==> src/hdl/bcp_pkg.sv <==
// Shared constants and types of the Pascal-row binomial coefficient core.
package bcp_pkg;

    // Largest row of the triangle that the row store holds.
    localparam int MAX_N   = 63;
    localparam int ENTRIES = MAX_N + 1;
    localparam int COEF_W  = 60;
    localparam int IDX_W   = 6;
    localparam int BIT_W   = $clog2(IDX_W);

    typedef logic [COEF_W-1:0]                t_coef;
    typedef logic [ENTRIES-1:0][COEF_W-1:0]   t_row;

    // Commands from the controller to the datapath.
    typedef struct packed {
        logic             load;
        logic             step;
        logic             shift;
        logic [BIT_W-1:0] shift_bit;
        logic [IDX_W-1:0] k;
        logic             out_load;
        logic             oor;
    } t_cmd;

    // Status from the datapath to the controller.
    typedef struct packed {
        logic out_free;
    } t_status;

endpackage

==> src/hdl/bcp_controller.sv <==
// Sequencer that steps the row store through the rows and emits the result.
module bcp_controller import bcp_pkg::*; (
    input  logic             i_clk,
    input  logic             i_rst_n,
    input  logic             i_in_valid,
    output logic             o_in_stall,
    input  logic [IDX_W-1:0] i_n,
    input  logic [IDX_W-1:0] i_k,
    output t_cmd             o_cmd,
    input  t_status          i_status
);

    typedef enum logic [1:0] {
        S_IDLE,
        S_ROWS,
        S_SHIFT,
        S_EMIT
    } t_state;

    t_state           r_state;
    logic [IDX_W-1:0] r_n;
    logic [IDX_W-1:0] r_k;
    logic [IDX_W-1:0] r_cnt;
    logic [BIT_W-1:0] r_bit;
    logic             r_oor;
    logic             w_accept;

    assign o_in_stall = (r_state != S_IDLE) || !i_rst_n;
    assign w_accept   = i_in_valid && !o_in_stall;

    // State, row counter and shift stage counter.
    always_ff @(posedge i_clk) begin
        if (!i_rst_n) begin
            r_state <= S_IDLE;
            r_cnt   <= '0;
            r_bit   <= '0;
            r_oor   <= 1'b0;
        end else begin
            case (r_state)
                S_IDLE: begin
                    if (w_accept) begin
                        r_n   <= i_n;
                        r_k   <= i_k;
                        r_cnt <= IDX_W'(1);
                        r_bit <= '0;
                        r_oor <= (i_n > IDX_W'(MAX_N));
                        if (i_n == '0 || i_n > IDX_W'(MAX_N)) begin
                            r_state <= S_SHIFT;
                        end else begin
                            r_state <= S_ROWS;
                        end
                    end
                end
                S_ROWS: begin
                    if (r_cnt == r_n) begin
                        r_state <= S_SHIFT;
                    end else begin
                        r_cnt <= r_cnt + IDX_W'(1);
                    end
                end
                S_SHIFT: begin
                    if (r_bit == BIT_W'(IDX_W - 1)) begin
                        r_state <= S_EMIT;
                    end else begin
                        r_bit <= r_bit + BIT_W'(1);
                    end
                end
                S_EMIT: begin
                    if (i_status.out_free) begin
                        r_state <= S_IDLE;
                    end
                end
                default: begin
                    r_state <= S_IDLE;
                end
            endcase
        end
    end

    // Datapath commands follow from the state.
    always_comb begin
        o_cmd           = '0;
        o_cmd.k         = r_k;
        o_cmd.shift_bit = r_bit;
        o_cmd.oor       = r_oor;
        o_cmd.load      = w_accept;
        o_cmd.step      = (r_state == S_ROWS);
        o_cmd.shift     = (r_state == S_SHIFT);
        o_cmd.out_load  = (r_state == S_EMIT) && i_status.out_free;
    end

endmodule

==> config.mk <==
export PLATFORM = sky130hd
export DESIGN_NAME = bcp_controller
export DESIGN_NICKNAME = d
export VERILOG_FILES = /design/src/hdl/bcp_pkg.sv /design/src/hdl/bcp_controller.sv
export SDC_FILE = /design/constraint.sdc
export NUM_CORES = 1
export LEC_CHECK = 0
export ABC_AREA = 1
export BUFFER_PORTS_ARGS = -buffer_cell sky130_fd_sc_hd__buf_4
export CAP_MARGIN = 5
export CORE_MARGIN = 2
export CORE_UTILIZATION = 45
export DETAILED_ROUTE_END_ITERATION = 12
export PLACE_DENSITY = 0.71
export SLEW_MARGIN = 20
export SYNTH_ARGS = -nofsm -noshare
export SYNTH_HDL_FRONTEND = slang
export SYNTH_SLANG_ARGS = --single-unit
==> constraint.sdc <==
create_clock -name i_clk -period 1.5 [get_ports i_clk]
set_input_delay 0.15 -clock i_clk [delete_from_list [all_inputs] [get_ports i_clk]]
set_output_delay 0.15 -clock i_clk [all_outputs]
set_load 0.005 [all_outputs]
# == Word level (Yosys, flattened, before mapping) ==
# Index checks and enable logic that the tools add are counted.
# totals
reg_bits,24
inputBits,16
output_inout_bits,15
wordCells,48
# classes
addsub,2
magnitude_cmp,1
n_eq_ne,11
muxes,12
n_reduce_logical,16
# ops
cell,n
2-to-1 mux 6 bit,2
case mux 6 bit (2 select lines),1
2-to-1 mux 2 bit,5
AND reduction 3 bit,3
inequality test 2 bit (second input constant),4
case mux 2 bit (4 select lines),1
adder 6 x 1 -> 6 bit (second input constant),1
equality test 6 bit,1
> comparator 6 bit (second input constant),1
zero test 6 bit,1
2-to-1 mux 3 bit,2
case mux 3 bit (2 select lines),1
nonzero test 2 bit,3
equality test 2 bit (second input constant),2
inequality test 2 x 1 -> 1 bit (second input constant),2
AND reduction 4 bit,1
adder 3 x 1 -> 3 bit (second input constant),1
equality test 3 bit (second input constant),1
equality test 2 x 1 -> 1 bit (second input constant),1
logical AND 1 bit,2
zero test 1 bit,2
zero test 2 bit,1
logical OR 1 bit,2
AND reduction 2 bit,1

# == Logic depth before layout (Yosys ltp) ==
# depth
ltp_word,6
mapped_depth,10
ltp_nobuf,10

# == Worst setup path before layout ==
# OpenSTA, ideal clock, no wires.
# synth_timing
path_type,register -> register
start,register r_state[0]
end,"register r_k[0], enable pin"
setup_ns,0.380
arrival_time_ns,1.246
required_ns,1.120
slack_ns,-0.126
stages_incl_launch_ff,5
path_buffers,0
period_less_slack_ns,1.626
cell_sequence,dfxtp_1 inv_1 ha_1 nand2_2 nor2_1
# synth_via
elab_chain_len,5
word_cells_on_any_way,6
cone_classes,6 x reduce/logical
# synth_lines
element,line_no,text
"start, declared",bcp_controller.sv:20,t_state r_state;
"start signal, assigned",bcp_controller.sv:34,r_state <= S_IDLE;
"start signal, assigned",bcp_controller.sv:48,r_state <= S_SHIFT;
"start signal, assigned",bcp_controller.sv:50,r_state <= S_ROWS;
nonzero test 2 bit,bcp_controller.sv:28,assign o_in_stall = (r_state != S_IDLE) || !i_rst_n;
logical OR 1 bit,bcp_controller.sv:28,
net o_in_stall,bcp_controller.sv:6,"output logic o_in_stall,"
zero test 1 bit,bcp_controller.sv:29,assign w_accept = i_in_valid && !o_in_stall;
logical AND 1 bit,bcp_controller.sv:29,
AND reduction 3 bit (no source line),n/a,
"end signal, assigned",bcp_controller.sv:43,r_k <= i_k;
"end, declared",bcp_controller.sv:22,logic [IDX_W-1:0] r_k;
# The timed path passes the listed nets, and every way through them passes these cells.
# A chain may end at the register's enable or synchronous reset.

# == Worst setup path in the final report ==
# layout_timing
start,register r_state[0]
end,register r_cnt[0]
# layout_via
elab_chain_len,6
word_cells_on_any_way,11
cone_classes,3 x eq/ne; 1 x mux; 7 x reduce/logical
# layout_lines
element,line_no,text
nonzero test 2 bit,bcp_controller.sv:28,
logical OR 1 bit,bcp_controller.sv:28,
zero test 1 bit,bcp_controller.sv:29,
logical AND 1 bit,bcp_controller.sv:29,
inequality test 2 bit (no source line),n/a,
AND reduction 3 bit (no source line),n/a,
"end signal, assigned",bcp_controller.sv:58,r_cnt <= r_cnt + IDX_W'(1);
"end, declared",bcp_controller.sv:23,logic [IDX_W-1:0] r_cnt;
# Several ways; a longest one is shown, not always the timed one.

==> run summary <==
share of the core filled with cells in the final layout: 63.6%
Post-Synth Simple-Gate Area: 30.3%
Leak Pwr: 0.000919 uW
most common flop cell mapped by yosys: sky130_fd_sc_hd__edfxtp_1
worst slew pin tran: 0.258 ns
kind of end point of the critical path: register
share of cells above drive strength 1: 29.8%
WL/cell: 12.2 um
unique cell type count in the Yosys netlist: 25
number of top-level pins: 31
highest net fanout along the worst path: 7
leading post-synthesis cells by cell area: sky130_fd_sc_hd__edfxtp_1 (26%), sky130_fd_sc_hd__dfxtp_1 (17%), sky130_fd_sc_hd__nand2_1 (14%)
average footprint of a synthesized cell: 7.91 sq um
synthesized instance count: 178
overall global routing resource usage: 19.4%
xor/xnor cell area share of the yosys netlist: 1.87%
via count of the first global-routing pass: 1215
number of placed cells counting well taps: 241
period utilization: 95.2%
clock tree skew after final layout: 0.00430 ns
Largest stage delay, worst path: 0.39 ns
number of sinks driven by the clock tree: 24
TritonCTS clock tree: built
Inserted Clock Buffers: 3
Worst Hold Class: in2reg
Synth async-reset ratio: 0%
final estimated routing congestion in global placement: 0.901
count of input and output buffers: 30
number of flip-flops and latches in the synthesized netlist: 24
critical path class: reg2reg
sequential fraction of the synthesis area: 42.7%
Bufs and invs on worst path: 4
Max-Slew Margin vs Limit: 82.8%
Max Cap Viol: 0
arrival time at the worst endpoint: 1.66 ns
largest delay contributor family on the critical path: simple AND/OR/NAND/NOR gates
global-route wire length before repair: 5.24 mm
area share of the leading cell type in the synthesized netlist: 25.6%
FP Rows: 20
total iterations of the first detailed-routing run: 4
post-synthesis adder-cell area fraction: 7.11%
1st-iter DRT viols: 66
Starting Density: 46.9%
height of the die: 59.9 um
combinational family with the most area after synthesis: simple AND/OR/NAND/NOR gates
count of endpoints failing setup in the final report: 0
Worst path slowest cell: sky130_fd_sc_hd__dfxtp_2
status: finished, final reports clean
number of cells in the finished layout apart from fillers: 258
number of antenna diodes: 0
pin count of the biggest net entering global routing: 15
die area: 3590 sq um
GRT overflow: 0
WL final: 3.15 mm
number of flops mapped to enable cells by yosys: 12
Syn. warnings: 0
layout net count: 250
area of the mapped netlist: 1410 sq um
antenna violations before repair: 0
layout-stage area growth over the synthesis result: 35.6%
final number of hold-violating endpoints: 0
HPWL reported at the end of detailed placement: 2.41 mm
count of pins over their slew limit: 0
power per unit of standard cell area: 1520 nW/um^2
maximum level of the CTS H-tree: 1
compound-gate portion of the synthesized area: 7.56%
clock root buffer: sky130_fd_sc_hd__clkbuf_4
highest clock rate: 0.700 GHz
final worst path period need: 1.43 ns
clock tree buffer depth: 2
remaining design rule violation count: 0
total vias in the final route: 1257
Crit path required time: 1.73 ns
Clock Pin Slew Worst Setup and Hold Paths: 0.13 ns
count of antenna-violating nets left after detailed routing: 0
die boundary width: 59.9 um
Vias/cell: 4.87
standard cell core area: 3000 sq um
Mapped Nets: 202
number of fill cells in the layout: 257
Cell Chain, Critical Path: inv_4 > ha_4 > nand2_2 > nor2_4 > nor2_2 > inv_2 > buf_12 > nand3_4 > nand2_1 > inv_1 > nor2_1
nature of the critical path startpoint: register
worst skew pair latency: 0.31 ns
FF-to-FF setup slack: 0.07 ns
worst-case vdd ir drop: 0.00113 V
library cell occupying the most area in the post-synthesis netlist: sky130_fd_sc_hd__edfxtp_1
proportion of synthesized area in mux cells: 0%
## cell usage in the layout, fill, tap and decap left out, drive strengths merged
master,netlist,final
clkbuf,0,3
nor3,1,1
bufinv,0,1
a21oi,5,5
inv,32,32
nor2,20,20
edfxtp,12,12
dfxtp,12,12
ha,8,8
nand2,55,55
nand3,11,11
buf,4,36
nand4,4,4
xor2,2,2
xnor2,1,1
o2111ai,2,2
o211a,1,1
dlygate4sd3,0,11
o211ai,1,1
o21ai,7,7
## path summary, 6_finish.rpt
kind	from	cells past startpoint	end
setup reg to reg	r_state[0]$_SDFFE_PN0P_	11	r_cnt[0]$_SDFFE_PN0P_
hold reg to reg	r_oor$_SDFFE_PN0P_	2	r_oor$_SDFFE_PN0P_
setup / recovery	r_state[0]$_SDFFE_PN0P_	11	r_cnt[0]$_SDFFE_PN0P_
hold / removal	i_n[2]	1	r_n[2]$_DFFE_PP_
## per-stage QoR
stage / setup WS (ns) / setup TNS, ns / total power [uW] / cell area [sq um] / hold slack (ns)
floorplan: 0.0590 / 0 / 1870 / 1410 / 0.249
global placement: 0.0316 / 0 / 2220 / 1690 / 0.328
detailed placement: -0.0674 / -0.109 / 2290 / 1690 / 0.330
CTS: 0.00560 / 0 / 2800 / 1810 / 0.000404
global route: -0.00617 / -0.0140 / 3140 / 1910 / 0.00205
finish: 0.0716 / 0 / 2910 / 1910 / 0.0134
## state kept, by name, summed over array words and instances, names as in the netlist
name,count
r_cnt,6
r_state,2
r_bit,3
r_k,6
r_oor,1
r_n,6
## synth_stat cells (all sizes together), types with 2 or more instances
cell and count:
nand2 55, inv 32, nor2 20, dfxtp 12
edfxtp 12, nand3 11, ha 8, o21ai 7
a21oi 5, buf 4, nand4 4, o2111ai 2
xor2 2
## what timing repair did
action,in CTS,in global routing
cloned,0,0
pin swaps,1,1
endpoints found under the setup margin,8,14
setup buffers,1,1
hold buffers,5,6
endpoints found under the hold margin,5,6
resized for setup,6,6
## layer usage
layer  global-route usage [%]  wire length, um  vias up  part of all wire, %
li1                         -                -      656                    -
met4                     8.25               28        0                 0.89
met2                     31.5             1610       20                   51
met1                     25.7             1430      577                   45
met3                     2.81               76        4                  2.4
met5                        0                0        -                    0
## where the power goes
group          leakage [uW]  switching (uW)  internal, uW
logic              0.000680             799           626
clock network     0.0000279             197           270
registers          0.000211             169           847
total              0.000919            1160          1740
## logic make-up after synthesis
family,count (synthesis)
xor gates and xnor gates,3
AOI/OAI and AO/OA,16
adders and majority gates,8
DFF,24
and+or+nand+nor,91
buffers and inverters,36
## layout make-up
cell class                 instances  area, sq um  share of cell area [%]
multi-input combinational        118          679                    35.6
sequential                        24          606                    31.7
timing repair buffer              47          405                    21.2
inverter                          32          125                    6.55
tap                               33         41.3                    2.16
clock inverter                     1         30.0                    1.57
clock buffer                       3         22.5                    1.18
Note: power is estimated with default switching activity, not from simulation.
